File: config.mk
export PLATFORM = sky130hd
export DESIGN_NAME = larson_scanner_led_frame
export DESIGN_NICKNAME = d
export VERILOG_FILES = /design/src/rtl/lslf_pkg.sv /design/src/rtl/lslf_cfg.sv /design/src/rtl/lslf_front.sv /design/src/rtl/lslf_back.sv /design/src/rtl/larson_scanner_led_frame.sv
export SDC_FILE = /design/constraint.sdc
export NUM_CORES = 2
export LEC_CHECK = 0
export ABC_AREA = 1
export BUFFER_PORTS_ARGS = -buffer_cell sky130_fd_sc_hd__buf_2
export CAP_MARGIN = 20
export CORE_MARGIN = 4
export CORE_UTILIZATION = 45
export DETAILED_ROUTE_END_ITERATION = 8
export PLACE_DENSITY = 0.71
export SKIP_LAST_GASP = 1
export SYNTH_ARGS = -nofsm -noshare
export SYNTH_HDL_FRONTEND = slang
export SYNTH_SLANG_ARGS = --single-unit
File: constraint.sdc
create_clock -name clk -period 10.4 [get_ports clk]
set_input_delay 1.56 -clock clk [delete_from_list [all_inputs] [get_ports clk]]
set_output_delay 1.56 -clock clk [all_outputs]
set_load 0.02 [all_outputs]
File: src/rtl/lslf_pkg.sv
package lslf_pkg;

	localparam int MAX_PIXELS = 64;
	localparam int PIX_AW     = $clog2(MAX_PIXELS);
	localparam int CNT_W      = $clog2(MAX_PIXELS + 1);

	localparam int APB_AW = 5;
	localparam int APB_DW = 32;

	localparam logic [2:0] REG_ACTIVE_COUNT = 3'd0;
	localparam logic [2:0] REG_SPEED        = 3'd1;
	localparam logic [2:0] REG_BRIGHTNESS   = 3'd2;
	localparam logic [2:0] REG_COLOR_RED    = 3'd3;
	localparam logic [2:0] REG_COLOR_GREEN  = 3'd4;
	localparam logic [2:0] REG_COLOR_BLUE   = 3'd5;
	localparam logic [2:0] REG_MIRROR       = 3'd6;

	localparam logic [6:0] ACTIVE_COUNT_RST = 7'd64;
	localparam logic [6:0] SPEED_RST        = 7'd50;
	localparam logic [7:0] BRIGHTNESS_RST   = 8'd180;
	localparam logic [7:0] COLOR_RED_RST    = 8'd0;
	localparam logic [7:0] COLOR_GREEN_RST  = 8'd120;
	localparam logic [7:0] COLOR_BLUE_RST   = 8'd255;

	localparam logic [6:0] SPEED_MIN    = 7'd1;
	localparam logic [6:0] SPEED_MAX    = 7'd100;
	localparam logic [6:0] INTERVAL_MAX = 7'd80;
	localparam logic [15:0] INTERVAL_RECIP = 16'd47664;

	localparam logic [7:0] DECAY_STEP  = 8'd30;
	localparam logic [7:0] FADE_CENTRE = 8'd255;
	localparam logic [7:0] FADE_SIDE   = 8'd175;

	localparam logic [CNT_W-1:0] N_MIN = CNT_W'(2);
	localparam logic [CNT_W-1:0] N_MAX = CNT_W'(MAX_PIXELS);

	typedef struct packed {
		logic [6:0] active_count;
		logic [6:0] interval;
		logic [7:0] brightness;
		logic [7:0] color_red;
		logic [7:0] color_green;
		logic [7:0] color_blue;
		logic       mirror;
	} lslf_cfg_t;

	typedef struct packed {
		logic             valid;
		logic [CNT_W-1:0] n;
	} lslf_cmd_t;

	typedef struct packed {
		logic [5:0] index;
		logic [7:0] red;
		logic [7:0] green;
		logic [7:0] blue;
		logic       last;
	} lslf_pix_t;

	function automatic logic [6:0] lslf_interval(input logic [6:0] speed);
		logic [6:0]  s;
		logic [22:0] prod;
		s = speed;
		if (s < SPEED_MIN) s = SPEED_MIN;
		if (s > SPEED_MAX) s = SPEED_MAX;
		prod = 23'(s - SPEED_MIN) * 23'(INTERVAL_RECIP);
		return INTERVAL_MAX - prod[22:16];
	endfunction

	function automatic logic [7:0] lslf_decay(input logic [7:0] v);
		return (v > DECAY_STEP) ? v - DECAY_STEP : 8'd0;
	endfunction

	function automatic logic [7:0] lslf_scale(input logic [7:0] a, input logic [7:0] b);
		logic [15:0] p;
		p = 16'(a) * 16'(b);
		return p[15:8];
	endfunction

endpackage

File: src/rtl/lslf_cfg.sv
module lslf_cfg (
	input  logic                       clk,
	input  logic                       arst_n,
	input  logic                       psel,
	input  logic                       penable,
	input  logic                       pwrite,
	input  logic [lslf_pkg::APB_AW-1:0] paddr,
	input  logic [lslf_pkg::APB_DW-1:0] pwdata,
	output logic [lslf_pkg::APB_DW-1:0] prdata,
	output logic                       pready,
	output lslf_pkg::lslf_cfg_t        cfg
);
	import lslf_pkg::*;

	logic [6:0] active_count_q;
	logic [6:0] speed_q;
	logic [6:0] interval_q;
	logic [7:0] brightness_q;
	logic [7:0] red_q;
	logic [7:0] green_q;
	logic [7:0] blue_q;
	logic       mirror_q;
	logic       wr_en;
	logic [2:0] reg_idx;

	assign pready  = 1'b1;
	assign wr_en   = psel & penable & pwrite;
	assign reg_idx = paddr[4:2];

	always_ff @(posedge clk or negedge arst_n) begin
		if (!arst_n) begin
			active_count_q <= ACTIVE_COUNT_RST;
			speed_q        <= SPEED_RST;
			interval_q     <= lslf_interval(SPEED_RST);
			brightness_q   <= BRIGHTNESS_RST;
			red_q          <= COLOR_RED_RST;
			green_q        <= COLOR_GREEN_RST;
			blue_q         <= COLOR_BLUE_RST;
			mirror_q       <= 1'b0;
		end else if (wr_en) begin
			case (reg_idx)
				REG_ACTIVE_COUNT: active_count_q <= pwdata[6:0];
				REG_SPEED: begin
					speed_q    <= pwdata[6:0];
					interval_q <= lslf_interval(pwdata[6:0]);
				end
				REG_BRIGHTNESS:  brightness_q <= pwdata[7:0];
				REG_COLOR_RED:   red_q        <= pwdata[7:0];
				REG_COLOR_GREEN: green_q      <= pwdata[7:0];
				REG_COLOR_BLUE:  blue_q       <= pwdata[7:0];
				REG_MIRROR:      mirror_q     <= pwdata[0];
				default: ;
			endcase
		end
	end

	always_comb begin
		case (reg_idx)
			REG_ACTIVE_COUNT: prdata = APB_DW'(active_count_q);
			REG_SPEED:        prdata = APB_DW'(speed_q);
			REG_BRIGHTNESS:   prdata = APB_DW'(brightness_q);
			REG_COLOR_RED:    prdata = APB_DW'(red_q);
			REG_COLOR_GREEN:  prdata = APB_DW'(green_q);
			REG_COLOR_BLUE:   prdata = APB_DW'(blue_q);
			REG_MIRROR:       prdata = APB_DW'(mirror_q);
			default:          prdata = '0;
		endcase
	end

	assign cfg.active_count = active_count_q;
	assign cfg.interval     = interval_q;
	assign cfg.brightness   = brightness_q;
	assign cfg.color_red    = red_q;
	assign cfg.color_green  = green_q;
	assign cfg.color_blue   = blue_q;
	assign cfg.mirror       = mirror_q;

endmodule

File: src/rtl/lslf_front.sv
module lslf_front (
	input  logic                clk,
	input  logic                arst_n,
	input  lslf_pkg::lslf_cfg_t cfg,
	input  logic                push,
	output logic                full,
	input  logic [31:0]         now_ms,
	output lslf_pkg::lslf_cmd_t cmd,
	input  logic                cmd_pop
);
	import lslf_pkg::*;

	localparam int CQ_DEPTH = 2;
	localparam int CQ_AW    = $clog2(CQ_DEPTH);

	logic [31:0]      last_q;
	logic [CNT_W-1:0] cq_q [CQ_DEPTH];
	logic [CQ_AW-1:0] wr_ptr_q;
	logic [CQ_AW-1:0] rd_ptr_q;
	logic [CQ_AW:0]   cnt_q;
	logic [31:0]      elapsed;
	logic             move;
	logic             cq_push;
	logic             cq_pop;
	logic [CNT_W-1:0] n_eff;

	assign full    = (cnt_q == (CQ_AW+1)'(CQ_DEPTH));
	assign elapsed = now_ms - last_q;
	assign move    = elapsed > 32'(cfg.interval);
	assign cq_push = push & ~full & move;
	assign cq_pop  = cmd_pop & (cnt_q != '0);

	always_comb begin
		n_eff = cfg.active_count;
		if (n_eff < N_MIN) n_eff = N_MIN;
		if (n_eff > N_MAX) n_eff = N_MAX;
	end

	always_ff @(posedge clk or negedge arst_n) begin
		if (!arst_n) begin
			last_q   <= '0;
			wr_ptr_q <= '0;
			rd_ptr_q <= '0;
			cnt_q    <= '0;
		end else begin
			if (cq_push) begin
				last_q   <= now_ms;
				wr_ptr_q <= wr_ptr_q + 1'b1;
			end
			if (cq_pop) rd_ptr_q <= rd_ptr_q + 1'b1;
			case ({cq_push, cq_pop})
				2'b10:   cnt_q <= cnt_q + 1'b1;
				2'b01:   cnt_q <= cnt_q - 1'b1;
				default: cnt_q <= cnt_q;
			endcase
		end
	end

	always_ff @(posedge clk) begin
		if (cq_push) cq_q[wr_ptr_q] <= n_eff;
	end

	assign cmd.valid = (cnt_q != '0);
	assign cmd.n     = cq_q[rd_ptr_q];

endmodule

File: src/rtl/lslf_back.sv
module lslf_back (
	input  logic                clk,
	input  logic                arst_n,
	input  lslf_pkg::lslf_cfg_t cfg,
	input  lslf_pkg::lslf_cmd_t cmd,
	output logic                cmd_pop,
	output logic                empty,
	input  logic                pop,
	output lslf_pkg::lslf_pix_t pix
);
	import lslf_pkg::*;

	localparam logic [1:0] ST_IDLE  = 2'd0;
	localparam logic [1:0] ST_SHADE = 2'd1;
	localparam logic [1:0] ST_SCALE = 2'd2;
	localparam logic [1:0] ST_WALK  = 2'd3;

	localparam int OQ_DEPTH = 4;
	localparam int OQ_AW    = $clog2(OQ_DEPTH);

	logic [1:0]       state_q;
	logic [CNT_W-1:0] n_q;
	logic [CNT_W-1:0] pos_q;
	logic             up_q;
	logic [CNT_W-1:0] centre_q;
	logic [CNT_W-1:0] rd_idx_q;

	logic [7:0] col [3];
	logic [7:0] tc_q [3];
	logic [7:0] ts_q [3];
	logic [7:0] pc_q [3];
	logic [7:0] ps_q [3];

	logic [23:0]           mem [MAX_PIXELS];
	logic [MAX_PIXELS-1:0] written_q;
	logic [23:0]           rdata_s1;
	logic                  written_s1;
	logic                  valid_s1;
	logic [PIX_AW-1:0]     idx_s1;
	logic                  last_s1;

	lslf_pix_t         oq_q [OQ_DEPTH];
	logic [OQ_AW-1:0]  oq_wr_q;
	logic [OQ_AW-1:0]  oq_rd_q;
	logic [OQ_AW:0]    oq_cnt_q;
	logic              oq_pop;

	logic [CNT_W-1:0] nm1;
	logic [CNT_W-1:0] pos_c;
	logic             up_c;
	logic [CNT_W-1:0] centre_c;
	logic [CNT_W-1:0] next_pos;
	logic             issue;
	logic             walk_done;
	logic [23:0]      cur;
	logic [23:0]      newpix;
	logic [CNT_W-1:0] idx_ext;
	logic             hit_centre;
	logic             hit_side;

	assign col[0] = cfg.color_red;
	assign col[1] = cfg.color_green;
	assign col[2] = cfg.color_blue;

	assign cmd_pop = (state_q == ST_IDLE) & cmd.valid;

	always_comb begin
		nm1 = cmd.n - 1'b1;
		if (pos_q >= nm1) begin
			pos_c = nm1;
			up_c  = 1'b0;
		end else if (pos_q == '0) begin
			pos_c = '0;
			up_c  = 1'b1;
		end else begin
			pos_c = pos_q;
			up_c  = up_q;
		end
		centre_c = cfg.mirror ? nm1 - pos_c : pos_c;
		if (up_c) next_pos = pos_c + 1'b1;
		else if (pos_c != '0) next_pos = pos_c - 1'b1;
		else next_pos = '0;
	end

	assign issue = (state_q == ST_WALK) && (rd_idx_q < n_q)
		&& ((OQ_AW+1)'(oq_cnt_q + (OQ_AW+1)'(valid_s1)) < (OQ_AW+1)'(OQ_DEPTH));
	assign walk_done = (state_q == ST_WALK) && (rd_idx_q == n_q) && !valid_s1;

	always_ff @(posedge clk or negedge arst_n) begin
		if (!arst_n) begin
			state_q  <= ST_IDLE;
			pos_q    <= '0;
			up_q     <= 1'b1;
			rd_idx_q <= '0;
			valid_s1 <= 1'b0;
		end else begin
			valid_s1 <= issue;
			case (state_q)
				ST_IDLE: begin
					if (cmd.valid) begin
						pos_q   <= next_pos;
						up_q    <= up_c;
						state_q <= ST_SHADE;
					end
				end
				ST_SHADE: state_q <= ST_SCALE;
				ST_SCALE: begin
					rd_idx_q <= '0;
					state_q  <= ST_WALK;
				end
				ST_WALK: begin
					if (issue) rd_idx_q <= rd_idx_q + 1'b1;
					if (walk_done) state_q <= ST_IDLE;
				end
				default: state_q <= ST_IDLE;
			endcase
		end
	end

	always_ff @(posedge clk) begin
		if (cmd_pop) begin
			n_q      <= cmd.n;
			centre_q <= centre_c;
		end
		for (int k = 0; k < 3; k++) begin
			if (state_q == ST_SHADE) begin
				tc_q[k] <= lslf_scale(col[k], FADE_CENTRE);
				ts_q[k] <= lslf_scale(col[k], FADE_SIDE);
			end
			if (state_q == ST_SCALE) begin
				pc_q[k] <= lslf_scale(tc_q[k], cfg.brightness);
				ps_q[k] <= lslf_scale(ts_q[k], cfg.brightness);
			end
		end
	end

	always_ff @(posedge clk) begin
		if (issue) begin
			rdata_s1 <= mem[rd_idx_q[PIX_AW-1:0]];
			idx_s1   <= rd_idx_q[PIX_AW-1:0];
			last_s1  <= (rd_idx_q == n_q - 1'b1);
		end
		if (valid_s1) mem[idx_s1] <= newpix;
	end

	always_ff @(posedge clk or negedge arst_n) begin
		if (!arst_n) begin
			written_q  <= '0;
			written_s1 <= 1'b0;
		end else begin
			if (issue) written_s1 <= written_q[rd_idx_q[PIX_AW-1:0]];
			if (valid_s1) written_q[idx_s1] <= 1'b1;
		end
	end

	always_comb begin
		cur        = written_s1 ? rdata_s1 : 24'd0;
		idx_ext    = CNT_W'(idx_s1);
		hit_centre = (idx_ext == centre_q);
		hit_side   = ((idx_ext + 1'b1) == centre_q) || (idx_ext == (centre_q + 1'b1));
		if (hit_centre) newpix = {pc_q[0], pc_q[1], pc_q[2]};
		else if (hit_side) newpix = {ps_q[0], ps_q[1], ps_q[2]};
		else newpix = {lslf_decay(cur[23:16]), lslf_decay(cur[15:8]), lslf_decay(cur[7:0])};
	end

	assign empty  = (oq_cnt_q == '0);
	assign oq_pop = pop & ~empty;
	assign pix    = oq_q[oq_rd_q];

	always_ff @(posedge clk or negedge arst_n) begin
		if (!arst_n) begin
			oq_wr_q  <= '0;
			oq_rd_q  <= '0;
			oq_cnt_q <= '0;
		end else begin
			if (valid_s1) oq_wr_q <= oq_wr_q + 1'b1;
			if (oq_pop) oq_rd_q <= oq_rd_q + 1'b1;
			case ({valid_s1, oq_pop})
				2'b10:   oq_cnt_q <= oq_cnt_q + 1'b1;
				2'b01:   oq_cnt_q <= oq_cnt_q - 1'b1;
				default: oq_cnt_q <= oq_cnt_q;
			endcase
		end
	end

	always_ff @(posedge clk) begin
		if (valid_s1) begin
			oq_q[oq_wr_q] <= '{index: 6'(idx_s1), red: newpix[23:16], green: newpix[15:8],
				blue: newpix[7:0], last: last_s1};
		end
	end

endmodule

File: src/rtl/larson_scanner_led_frame.sv
// channel   direction  handshake                    payload
// apb       in/out     psel penable pwrite pready   paddr pwdata prdata
// time      in         push full                    now_ms
// pixels    out        empty pop                    pixel_index pixel_red/green/blue frame_end
//
// An item is dropped at once unless more than the move interval has passed since the last move.
// A move passes through the SHADE and SCALE setup states, then streams one pixel per cycle through the frame
// store's single read port while the output queue has room.
// Reset clears the frame store through per-pixel valid bits; no clearing pass.
// Up to two moves queue ahead of the streaming side; pop stalls hold the frame walk.
module larson_scanner_led_frame (
	input  logic                        clk,
	input  logic                        arst_n,
	input  logic                        psel,
	input  logic                        penable,
	input  logic                        pwrite,
	input  logic [lslf_pkg::APB_AW-1:0] paddr,
	input  logic [lslf_pkg::APB_DW-1:0] pwdata,
	output logic [lslf_pkg::APB_DW-1:0] prdata,
	output logic                        pready,
	input  logic                        push,
	output logic                        full,
	input  logic [31:0]                 now_ms,
	output logic                        empty,
	input  logic                        pop,
	output logic [5:0]                  pixel_index,
	output logic [7:0]                  pixel_red,
	output logic [7:0]                  pixel_green,
	output logic [7:0]                  pixel_blue,
	output logic                        frame_end
);
	import lslf_pkg::*;

	lslf_cfg_t cfg;
	lslf_cmd_t cmd;
	logic      cmd_pop;
	lslf_pix_t pix;

	lslf_cfg u_cfg (
		.clk     (clk),
		.arst_n  (arst_n),
		.psel    (psel),
		.penable (penable),
		.pwrite  (pwrite),
		.paddr   (paddr),
		.pwdata  (pwdata),
		.prdata  (prdata),
		.pready  (pready),
		.cfg     (cfg)
	);

	lslf_front u_front (
		.clk     (clk),
		.arst_n  (arst_n),
		.cfg     (cfg),
		.push    (push),
		.full    (full),
		.now_ms  (now_ms),
		.cmd     (cmd),
		.cmd_pop (cmd_pop)
	);

	lslf_back u_back (
		.clk     (clk),
		.arst_n  (arst_n),
		.cfg     (cfg),
		.cmd     (cmd),
		.cmd_pop (cmd_pop),
		.empty   (empty),
		.pop     (pop),
		.pix     (pix)
	);

	assign pixel_index = pix.index;
	assign pixel_red   = pix.red;
	assign pixel_green = pix.green;
	assign pixel_blue  = pix.blue;
	assign frame_end   = pix.last;

endmodule

==> metrics.csv <==
metric,value,unit
status,"complete, no violations",
power_density,333,nW/um^2
initial_core_util,45.3,%
cts_max_level,4,
vias,72100,
finalCritPeriodShare,68.3,%
max-clock-path-buffers,3,
fin_setup_tns,0,ns
area_growth_syn_to_layout,9.84,%
critPathRequiredTime,11.07,ns
worstSetupEndpointType,flip-flop,
ys_top_cells_by_area,"edfxtp_1 52%, fa_1 7.4%, ha_1 6.6%, o21ai_0 4.9%, nand2_1 4.6%",
async_flop_share,9.02,%
drt-met1-wl,110000,um
viasPerCell,5.69,
grt_max_degree,213,
synth_top_family_by_area,adder cells,
wire_per_inst,21.4,um
cts_hold_buf,0,
wl_met2,125000,um
first_pass_iters,6,
cts.repair.resized,0,
dieArea,239000,sq um
cts_sinks,1995,
path_common_cell,nand2_1,
grt_setup_unrepaired,false,
numPlacedInstances,12300,
yosys.area.top_type,edfxtp_1,
portBuffers,90,
fp.coreArea,230000,sq um
hold_path.class,reg2reg,
worst_pin_slew,1.17,ns
synthSimpleGateAreaFrac,11.7,%
top_layer,met5,
synth-compound-area-share,9.91,%
die_y,489,um
synth_area,104000,sq um
yosys-top-cells-count,"1815 x edfxtp_1, 1287 x nand2_1, 1139 x inv_1, 1070 x nor2_1, 1013 x o21ai_0",
drc,0,
syn_inst,9509,
drive_above_1_share,8.16,%
max_cap_violations,0,
grt_use_total,22.5,%
fin_util,49.7,%
drv_slew,0,
grt-ovfl-total,0,
critPathKind,in2reg,
cts_tree,yes,
synth_fa_ha_area_share,14.0,%
vdd_drop_max,0.000544,V
synth-main-ff-cell,edfxtp_1,
drt-total-wl,271000,um
drt_iter0_markers,8395,
grt_pass1_wl,417000,um
yosys-mux-area-fraction,0.0132,%
antenna_left,0,
wl_met3,26100,um
synth.most_common_cell,edfxtp_1,
dpl.hpwl,166000,um
slew_headroom,21.5,%
fin_skew,0.115,ns
hold_violations,0,
period_minus_slack,7.10,ns
antenna_found_initial,10,
clk_pin_slew,0.06,ns
yosys_warnings,0,
clkLatencyLatePin,0.87,ns
slowest_delay,0.59,ns
synth_top_area_share,52.4,%
place.gp.congestion,0.898,
finalSetupViolations,0,
grt_pass1_vias,70900,
ys_ff_latch,1995,
root_buffer,clkbuf_16,
cts_buffers,198,
final_cells,12700,
io_pins,142,
synth_xor_area_share,1.42,%
cp-start-kind,input port,
timing.fmax,0.141,GHz
synth_edf_count,1815,
layout.nets,10500,
num_rows,176,
path_max_fanout,6,
worstPathArrival,7.77,ns
post_cts_buffers,0,
timing.hold.ws,0.459,ns
yosysUniqueCellTypes,66,
cpMaxStageDelayCell,xor2_1,
synth_seq_area_share,56.7,%
synth.avg_cell_area,10.9,sq um
p_leak,46.4,nW
fp.dieW,489,um
total_power,38.1,mW
cell families after synthesis:
kind of cell / after synthesis
XOR/XNOR: 164
AO/OA/AOI/OAI: 1796
multiplexers: 1
flip-flops: 1995
other: 2
buffers and inverters: 1661
AND/OR/NAND/NOR: 2958
adder cells (fa/ha/maj): 932
cells in the final DEF, fill, tap and decap left out, drive strengths merged, types with 12 or more instances in the layout:
cell type,synthesis,routed
ha,549,549
nand3,380,380
inv,1151,1164
nor3,42,42
o22ai,272,272
nand2,1328,1328
xor2,105,105
a21o,12,12
xnor2,59,59
dfstp,25,25
nand4,70,70
buf,83,246
o21ai,1030,1030
conb,2,39
a31oi,13,13
edfxtp,1815,1815
a21oi,203,203
o21bai,14,14
dfrtp,155,155
fa,383,383
o211ai,57,57
clkbuf,422,244
clkinv,5,88
or2,45,45
o221ai,150,150
nor2,1078,1078
critical path: cells and delay by family:
kind / cells / cell delay (ns)
compound gates: 1 / 0.14
buf+inv: 7 / 0.53
xor+xnor: 2 / 0.86
fa+ha+maj: 7 / 2.82
simple gates: 17 / 1.87
routing by layer:
layer  vias up  GRT usage [%]
met4         6           8.40
li1      32600              -
met5         -              0
met3       546           3.86
met1     35500           31.0
met2      3466           35.8
metrics by stage:
step | area, sq um | worst slack (ns)
global route | 114000 | 2.66
CTS | 114000 | 3.24
finish | 114000 | 3.30
detailed placement | 108000 | 2.40
global placement | 108000 | 2.29
floorplan | 104000 | 3.23
path summary, 6_finish.rpt:
path / startpoint / end / slack (ns) / depth (start not counted)
max: pwdata[4] / u_cfg.interval_q[6] / 3.30 / 34
max reg2reg: u_front.rd_ptr_q / u_back.centre_q[6] / 4.55 / 28
min reg2reg: u_back.written_q[13] / u_back.written_q[13] / 0.46 / 2
min in group asynchronous: arst_n / u_cfg.active_count_q[2] / 0.76 / 1
max in group asynchronous: arst_n / u_back.written_q[3] / 8.17 / 2
min: u_back.written_q[13] / u_back.written_q[13] / 0.46 / 2
power breakdown:
| group | switching [mW] | internal (mW) | total [mW] |
|---|---|---|---|
| clock network | 3.15 | 3.86 | 7.00 |
| logic | 12.5 | 5.79 | 18.3 |
| registers | 0.738 | 12.0 | 12.7 |
state kept, by name (all words and copies together), names as in the netlist, 6 cells and up:
register	cells
u_back.rdata_s1	24
u_back.oq_q	124
u_back.n_q	7
u_front.last_q	32
u_back.tc_q	24
u_back.pos_q	7
u_cfg.brightness_q	8
u_cfg.blue_q	8
u_cfg.active_count_q	7
u_back.mem	1536
u_front.cq_q	14
u_cfg.green_q	8
u_back.idx_s1	6
u_back.centre_q	7
u_back.rd_idx_q	7
u_back.written_q	64
u_back.pc_q	24
u_cfg.speed_q	7
u_back.ts_q	24
u_cfg.interval_q	7
u_back.ps_q	24
u_cfg.red_q	8
final cells by class:
type,count,area (sq um)
Clock inverter,118,1200
Timing Repair Buffer,247,1740
Inverter,1156,4360
Clock buffer,243,5180
Antenna cell,7,17.5
Sequential cell,1995,59100
Multi-Input combinational cell,5890,38900
Fill cell,19900,116000
Tap cell,3026,3790
No activity file was read; power rests on OpenSTA's default activity.
